`config.mk`:
```
export PLATFORM = sky130hd
export DESIGN_NAME = decimal_text_to_fixed_point
export DESIGN_NICKNAME = d
export VERILOG_FILES = /design/src/hw/rtl/dttfp_pkg.sv /design/src/hw/rtl/decimal_text_to_fixed_point.sv
export VERILOG_INCLUDE_DIRS = /design/src /design/src/hw/rtl
export SDC_FILE = /design/constraint.sdc
export NUM_CORES = 1
export LEC_CHECK = 0
export BUFFER_PORTS_ARGS = -buffer_cell sky130_fd_sc_hd__buf_2
export CAP_MARGIN = 5
export CORE_MARGIN = 2
export CORE_UTILIZATION = 50
export DETAILED_ROUTE_END_ITERATION = 10
export GPL_ROUTABILITY_DRIVEN = 0
export PLACE_DENSITY_LB_ADDON = 0.15
export RECOVER_POWER = 50
export SLEW_MARGIN = 20
export SYNTH_ARGS = -nofsm -noshare
export SYNTH_HDL_FRONTEND = slang
export SYNTH_SLANG_ARGS = --single-unit
export TNS_END_PERCENT = 1
```
`constraint.sdc`:
```
create_clock -name clk_i -period 6.38 [get_ports clk_i]
set_input_delay 0 -clock clk_i [delete_from_list [all_inputs] [get_ports clk_i]]
set_output_delay 0 -clock clk_i [all_outputs]
set_load 0.05 [all_outputs]
```
`src/hw/rtl/decimal_text_to_fixed_point_assert.svh`:
```
// Assertion macros for the decimal text to fixed point converter.
// Included by the RTL files that check their own logic; needs no package.
`ifndef DECIMAL_TEXT_TO_FIXED_POINT_ASSERT_SVH
`define DECIMAL_TEXT_TO_FIXED_POINT_ASSERT_SVH

`ifndef SYNTHESIS
// Implication checked at every rising edge outside reset.
`define DTTFP_ASSERT(lbl, clk, rstn, prop) \
  lbl: assert property (@(posedge clk) disable iff (!rstn) (prop)) \
    else $error("dttfp assertion failed");
// Same, with the consequent checked in the cycle after the antecedent.
`define DTTFP_ASSERT_NEXT(lbl, clk, rstn, ante, cons) \
  lbl: assert property (@(posedge clk) disable iff (!rstn) (ante) |=> (cons)) \
    else $error("dttfp assertion failed");
`else
`define DTTFP_ASSERT(lbl, clk, rstn, prop)
`define DTTFP_ASSERT_NEXT(lbl, clk, rstn, ante, cons)
`endif

`endif

```
`src/hw/rtl/dttfp_pkg.sv`:
```
// Package for the decimal text to fixed point converter: widths, types,
// character codes and the fraction digit weight table. No dependencies.
`default_nettype none

package dttfp_pkg;

  localparam int unsigned CharW  = 8;
  localparam int unsigned IntW   = 31;
  localparam int unsigned FracW  = 32;
  localparam int unsigned ValueW = 64;
  localparam int unsigned CntW   = 4;

  // Fraction digits past this count add nothing
  localparam logic [CntW-1:0] FracDigits = 4'd10;

  typedef logic [CharW-1:0]         char_t;
  typedef logic signed [ValueW-1:0] fixed_t;

  localparam char_t CharNul   = 8'h00;
  localparam char_t CharZero  = 8'h30;
  localparam char_t CharNine  = 8'h39;
  localparam char_t CharPoint = 8'h2E;
  localparam char_t CharComma = 8'h2C;
  localparam char_t CharMinus = 8'h2D;

  localparam logic [IntW-1:0]  IntMax  = {IntW{1'b1}};
  localparam logic [FracW-1:0] FracMax = {FracW{1'b1}};

  // round(2^32 * 10^-k) for fraction digit k, counted from one
  function automatic logic [FracW-1:0] frac_weight(input logic [CntW-1:0] k);
    logic [FracW-1:0] w;
    case (k)
      4'd1:    w = 32'd429496730;
      4'd2:    w = 32'd42949673;
      4'd3:    w = 32'd4294967;
      4'd4:    w = 32'd429497;
      4'd5:    w = 32'd42950;
      4'd6:    w = 32'd4295;
      4'd7:    w = 32'd429;
      4'd8:    w = 32'd43;
      4'd9:    w = 32'd4;
      default: w = '0;
    endcase
    return w;
  endfunction

endpackage

`default_nettype wire

```
`src/hw/rtl/decimal_text_to_fixed_point.sv`:
```
// Decimal text to fixed point: one ASCII character per cycle in, one signed
// Q31.32 value out per NUL. Depends on dttfp_pkg and the assert macros.
// A NUL waits in the input register; its result is then loaded into the result register.
// Throughput: one character per cycle; input stalls only while a NUL waits
// on a result that downstream has not yet taken.
// Reset (rst_ni low, asynchronous): both registers empty, parser at start.
`default_nettype none
`include "decimal_text_to_fixed_point_assert.svh"

module decimal_text_to_fixed_point (
  input  wire                  clk_i,
  input  wire                  rst_ni,
  input  wire                  in_valid_i,
  output logic                 in_stall_o,
  input  dttfp_pkg::char_t     char_code_i,
  output logic                 out_valid_o,
  input  wire                  out_stall_i,
  output dttfp_pkg::fixed_t    value_o,
  output logic                 overflow_o
);
  import dttfp_pkg::*;

  // Input register
  logic  in_valid_q;
  char_t char_q;

  // Parser state
  logic             at_start_q, at_start_d;
  logic             negative_q, negative_d;
  logic             seen_point_q, seen_point_d;
  logic             stopped_q, stopped_d;
  logic             saturated_q, saturated_d;
  logic [IntW-1:0]  int_q, int_d;
  logic [FracW-1:0] frac_q, frac_d;
  logic [CntW-1:0]  frac_cnt_q, frac_cnt_d;

  // Result register
  logic   out_valid_q;
  fixed_t value_q, value_d;
  logic   overflow_q;

  logic              out_free;
  logic              advance;
  logic              is_nul;
  logic              is_digit;
  logic              is_point;
  logic [CharW-1:0]  digit_off;
  logic [3:0]        digit;
  logic [IntW+3:0]   int_prod;
  logic [CntW-1:0]   frac_k;
  logic [FracW+3:0]  frac_prod;
  logic [FracW+4:0]  frac_sum;
  logic [ValueW-1:0] mag;

  // Handshake: a NUL needs the result register, other characters do not
  assign is_nul     = (char_q == CharNul);
  assign out_free   = !out_valid_q || !out_stall_i;
  assign advance    = in_valid_q && (!is_nul || out_free);
  assign in_stall_o = in_valid_q && !advance;

  // Character classes and datapath terms
  assign is_digit  = char_q inside {[CharZero:CharNine]};
  assign is_point  = (char_q == CharPoint) || (char_q == CharComma);
  assign digit_off = char_q - CharZero;
  assign digit     = digit_off[3:0];
  assign int_prod  = {1'b0, int_q, 3'b000} + {3'b000, int_q, 1'b0}
                   + {{IntW{1'b0}}, digit};
  assign frac_k    = frac_cnt_q + 4'd1;
  assign frac_prod = {{FracW{1'b0}}, digit} * {4'd0, frac_weight(frac_k)};
  assign frac_sum  = {5'd0, frac_q} + {1'b0, frac_prod};
  assign mag       = {1'b0, int_q, frac_q};

  // Next parser state for the character in the input register
  always_comb begin
    at_start_d   = at_start_q;
    negative_d   = negative_q;
    seen_point_d = seen_point_q;
    stopped_d    = stopped_q;
    saturated_d  = saturated_q;
    int_d        = int_q;
    frac_d       = frac_q;
    frac_cnt_d   = frac_cnt_q;
    value_d      = negative_q ? fixed_t'(-mag) : fixed_t'(mag);

    if (is_nul) begin
      at_start_d   = 1'b1;
      negative_d   = 1'b0;
      seen_point_d = 1'b0;
      stopped_d    = 1'b0;
      saturated_d  = 1'b0;
      int_d        = '0;
      frac_d       = '0;
      frac_cnt_d   = '0;
    end else if (!stopped_q) begin
      at_start_d = 1'b0;
      if (at_start_q && char_q == CharMinus) begin
        negative_d = 1'b1;
      end else if (is_digit) begin
        if (!seen_point_q) begin
          if (saturated_q || int_prod > {4'd0, IntMax}) begin
            int_d       = IntMax;
            saturated_d = 1'b1;
          end else begin
            int_d = int_prod[IntW-1:0];
          end
        end else if (frac_cnt_q < FracDigits) begin
          frac_d     = (frac_sum > {5'd0, FracMax}) ? FracMax : frac_sum[FracW-1:0];
          frac_cnt_d = frac_k;
        end
      end else if (is_point && !seen_point_q) begin
        seen_point_d = 1'b1;
      end else begin
        stopped_d = 1'b1;
      end
    end
  end

  // Input register: refills on transfer, empties when its character moves on
  always_ff @(posedge clk_i or negedge rst_ni) begin
    if (!rst_ni) begin
      in_valid_q <= 1'b0;
    end else if (in_valid_i && !in_stall_o) begin
      in_valid_q <= 1'b1;
    end else if (advance) begin
      in_valid_q <= 1'b0;
    end
  end

  always_ff @(posedge clk_i) begin
    if (in_valid_i && !in_stall_o) begin
      char_q <= char_code_i;
    end
  end

  // Parser state update
  always_ff @(posedge clk_i or negedge rst_ni) begin
    if (!rst_ni) begin
      at_start_q   <= 1'b1;
      negative_q   <= 1'b0;
      seen_point_q <= 1'b0;
      stopped_q    <= 1'b0;
      saturated_q  <= 1'b0;
      int_q        <= '0;
      frac_q       <= '0;
      frac_cnt_q   <= '0;
    end else if (advance) begin
      at_start_q   <= at_start_d;
      negative_q   <= negative_d;
      seen_point_q <= seen_point_d;
      stopped_q    <= stopped_d;
      saturated_q  <= saturated_d;
      int_q        <= int_d;
      frac_q       <= frac_d;
      frac_cnt_q   <= frac_cnt_d;
    end
  end

  // Result register
  always_ff @(posedge clk_i or negedge rst_ni) begin
    if (!rst_ni) begin
      out_valid_q <= 1'b0;
    end else if (advance && is_nul) begin
      out_valid_q <= 1'b1;
    end else if (!out_stall_i) begin
      out_valid_q <= 1'b0;
    end
  end

  always_ff @(posedge clk_i) begin
    if (advance && is_nul) begin
      value_q    <= value_d;
      overflow_q <= saturated_q;
    end
  end

  assign out_valid_o = out_valid_q;
  assign value_o     = value_q;
  assign overflow_o  = overflow_q;

  // Checks on internal consistency
  `DTTFP_ASSERT(a_stall_only_on_full, clk_i, rst_ni,
      in_stall_o |-> (is_nul && out_valid_q && out_stall_i))
  `DTTFP_ASSERT(a_sat_holds_max, clk_i, rst_ni,
      saturated_q |-> (int_q == IntMax))
  `DTTFP_ASSERT(a_frac_cnt_bound, clk_i, rst_ni,
      frac_cnt_q <= FracDigits)
  `DTTFP_ASSERT(a_no_frac_before_point, clk_i, rst_ni,
      !seen_point_q |-> (frac_cnt_q == '0 && frac_q == '0))
  `DTTFP_ASSERT_NEXT(a_nul_restarts, clk_i, rst_ni,
      advance && is_nul, at_start_q && !negative_q && !saturated_q && out_valid_q)

endmodule

`default_nettype wire
```
==> results.toml <==
[detailed_routing]
drt-total-wl_mm = 36.5
firstDrtPassIters = 7
antenna_left = 0
vias_per_cell = 5.84
drc = 0
drt-initial-drc-count = 1038
wire_per_inst_um = 18.1
num_vias = 11800

[clock_tree]
htreeDepth = 4
cts_made_buffers = 17
clockRootBuffer = "clkbuf_16"
post_cts_buffers = 0
insertion_delay_ns = 0.44
cts.sinks = 147
cts_tree = "built"
path_clk_slew_ns = 0.07
clk_path_buf_depth = 2

[global_route]
grt_pass1_vias = 11500
grt_pass1_wl_mm = 59.8
grtUsageTotal_pct = 26.0
grt_start_max_net_pins = 67
antenna_found_initial = 1
overflow = 0

[die]
die_w_um = 171
ios = 79
die_y_um = 171
core_area_um2 = 27600
initial_core_util_pct = 50.5
die-area_um2 = 29300
rows = 61

[finish]
fin_nets = 1833
layout-drive-gt1-share_pct = 6.54
antenna_cells = 0
final_core_util_pct = 55.7
syn_to_final_growth_pct = 10.2

[logic_synthesis]
ys_ff_latch = 147
ys_warn_count = 0
synth.area.top_cells = "edfxtp_1 16%, dfrtp_1 13%, fa_1 11%"
synth_top_area_share_pct = 15.7
synthFlopType = "edfxtp_1"
syn_area_per_cell_um2 = 8.92
seq_area_frac_synth_pct = 29.0
syn_inst = 1565
synth_area_leader_cell = "edfxtp_1"
synth.most_common_cell = "inv_1"
synth.net_count = 1774
async_flop_share_pct = 50.3
netlist_area_um2 = 14000
synth_commonest_cells = "196 x inv_1, 119 x ha_1, 113 x o21ai_0"
synth_edf_count = 73
yosys.cell_types.count = 80

[setup_path]
cp_num_buf_inv = 5
critPathTopFamily = "adder cells"
cp_max_fo = 17
startpoint = "frac_cnt_q[0]"
start_kind = "flop"
max_stage_delay_ns = 0.56
critPathCaptureType = "flop"
regToRegStartpoint = "frac_cnt_q[0]"
critPathRequiredTime_ns = 6.73
path_cells = "ha_1 > inv_1 > ha_1 > buf_4 > mux2i_1 > and3_1 > fa_1 > fa_1 > inv_1 > fa_1 > inv_1 > ha_1 > nand2_1 > o21ai_0 > a221oi_1 > nor2b_1 > o211ai_1 > o211ai_1 > buf_4 > and4b_1 > nor3_1"
cp_data_arrival_time_ns = 6.46
worstSetupPathType = "flop to flop"
critPathSlowestCell = "fa_1"

[power]
power_density_nw_per_um2 = 174
ir_worst_vdd_v = 0.000105
cellLeakagePower_uw = 0.00693

[sta]
whs_ns = 0.284
min_period_ns = 6.11
relSlewSlack_pct = -63.0
worst_slew_pin_slew_ns = 2.45
drv_slew = 144
skew_ns = 0.0205
max_freq_mhz = 164
hold_viol = 0
period_share_pct = 95.8
rsz0062_at_grt = "yes"
fin_setup_tns_ns = 0
report.final.setup_viol = 0

[hold_path]
hp-start = "char_code_i[7]"
hold_path.class = "input pin to flop"

[outcome]
violations = "max-capacitance violations, max-slew violations"
outcome = "finished with violations"

[placement]
dpl.hpwl_mm = 27.2
io_buffers = 78

[job]
cap_violations = 3
[layout make-up]
cell class              instances  area [um2]
well taps                     378         473
clock inverters                15         178
fillers                      2593       12200
repair buffers                111         577
clock buffers                  17         425
inverters                     196         736
multi-input cells            1151        8950
flip-flops and latches        147        4050
[power by group]
part           internal, uW  total, uW  switching [uW]  leakage, uW
registers              1000       1030            25.3      0.00155
logic                   234        571             336      0.00510
clock network           619       1070             453     0.000286
[timing repair]
action,CTS,global route
setup endpoints to repair,0,32
hold endpoints to repair,43,0
hold buffers,11,0
resized for setup,0,13
[logic make-up after synthesis]
logic type | share of synthesized area [%]
flops | 29.0
simple gates | 14.6
compound gates | 20.3
fa+ha+maj | 21.9
mux | 0.439
xor+xnor | 6.53
buf+inv | 7.25
[layer usage]
| layer | up-vias | GRT usage, % | share of wire [%] |
|---|---|---|---|
| met3 | 32 | 4.33 | 6.1 |
| met1 | 5746 | 37.3 | 48 |
| met4 | 0 | 5.45 | 1.1 |
| met2 | 349 | 41.4 | 45 |
| met5 | - | 0 | 0 |
| li1 | 5640 | - | - |
[metrics by stage]
stage	setup slack [ns]	total power [uW]	instances	instance area (um2)
after floorplan	0.608	1480	1565	14000
after global placement	0.311	1590	1972	14700
after detailed placement	0.162	1600	1972	14700
after CTS	0.146	2670	2015	15400
after global routing	-0.0391	2800	2015	15400
final	0.269	2670	2015	15400
[worst reg2reg max path, stage by stage, from the launching register on]
cell      delay [ns]
dfrtp_2         0.49
ha_1            0.18
inv_1           0.06
ha_1            0.30
buf_4           0.21
mux2i_1         0.41
and3_1          0.24
fa_1            0.47
fa_1            0.56
inv_1           0.05
fa_1            0.49
inv_1           0.04
ha_1            0.41
nand2_1         0.07
o21ai_0         0.47
a221oi_1        0.24
nor2b_1         0.28
o211ai_1        0.13
o211ai_1        0.29
buf_4           0.26
and4b_1         0.22
nor3_1          0.17
[registers in the layout, indices dropped and copies added, names as in the netlist, 4 cells and up]
name,count
frac_cnt_q,4
frac_q,32
int_q,31
value_o,64
char_q,8
[cells in the final DEF (no fill, tap or decap), types with 70 or more instances in the layout]
cell / n
xnor2_1: 90
dfrtp_1: 70
o21ai_0: 113
ha_1: 119
nor2_1: 95
nand2_1: 97
inv_1: 195
edfxtp_1: 73
fa_1: 78
a21oi_1: 110
[final timing paths]
| path | cells past startpoint | end | slack (ns) |
|---|---|---|---|
| min reg2reg | 2 | at_start_q | 0.48 |
| min | 2 | char_q[7] | 0.28 |
| max in group asynchronous | 3 | frac_cnt_q[1] | 2.39 |
| min in group asynchronous | 2 | int_q[15] | 0.68 |
| max reg2reg | 21 | frac_q[30] | 0.27 |
| max | 21 | frac_q[30] | 0.27 |
(Power assumes the default switching activity.)
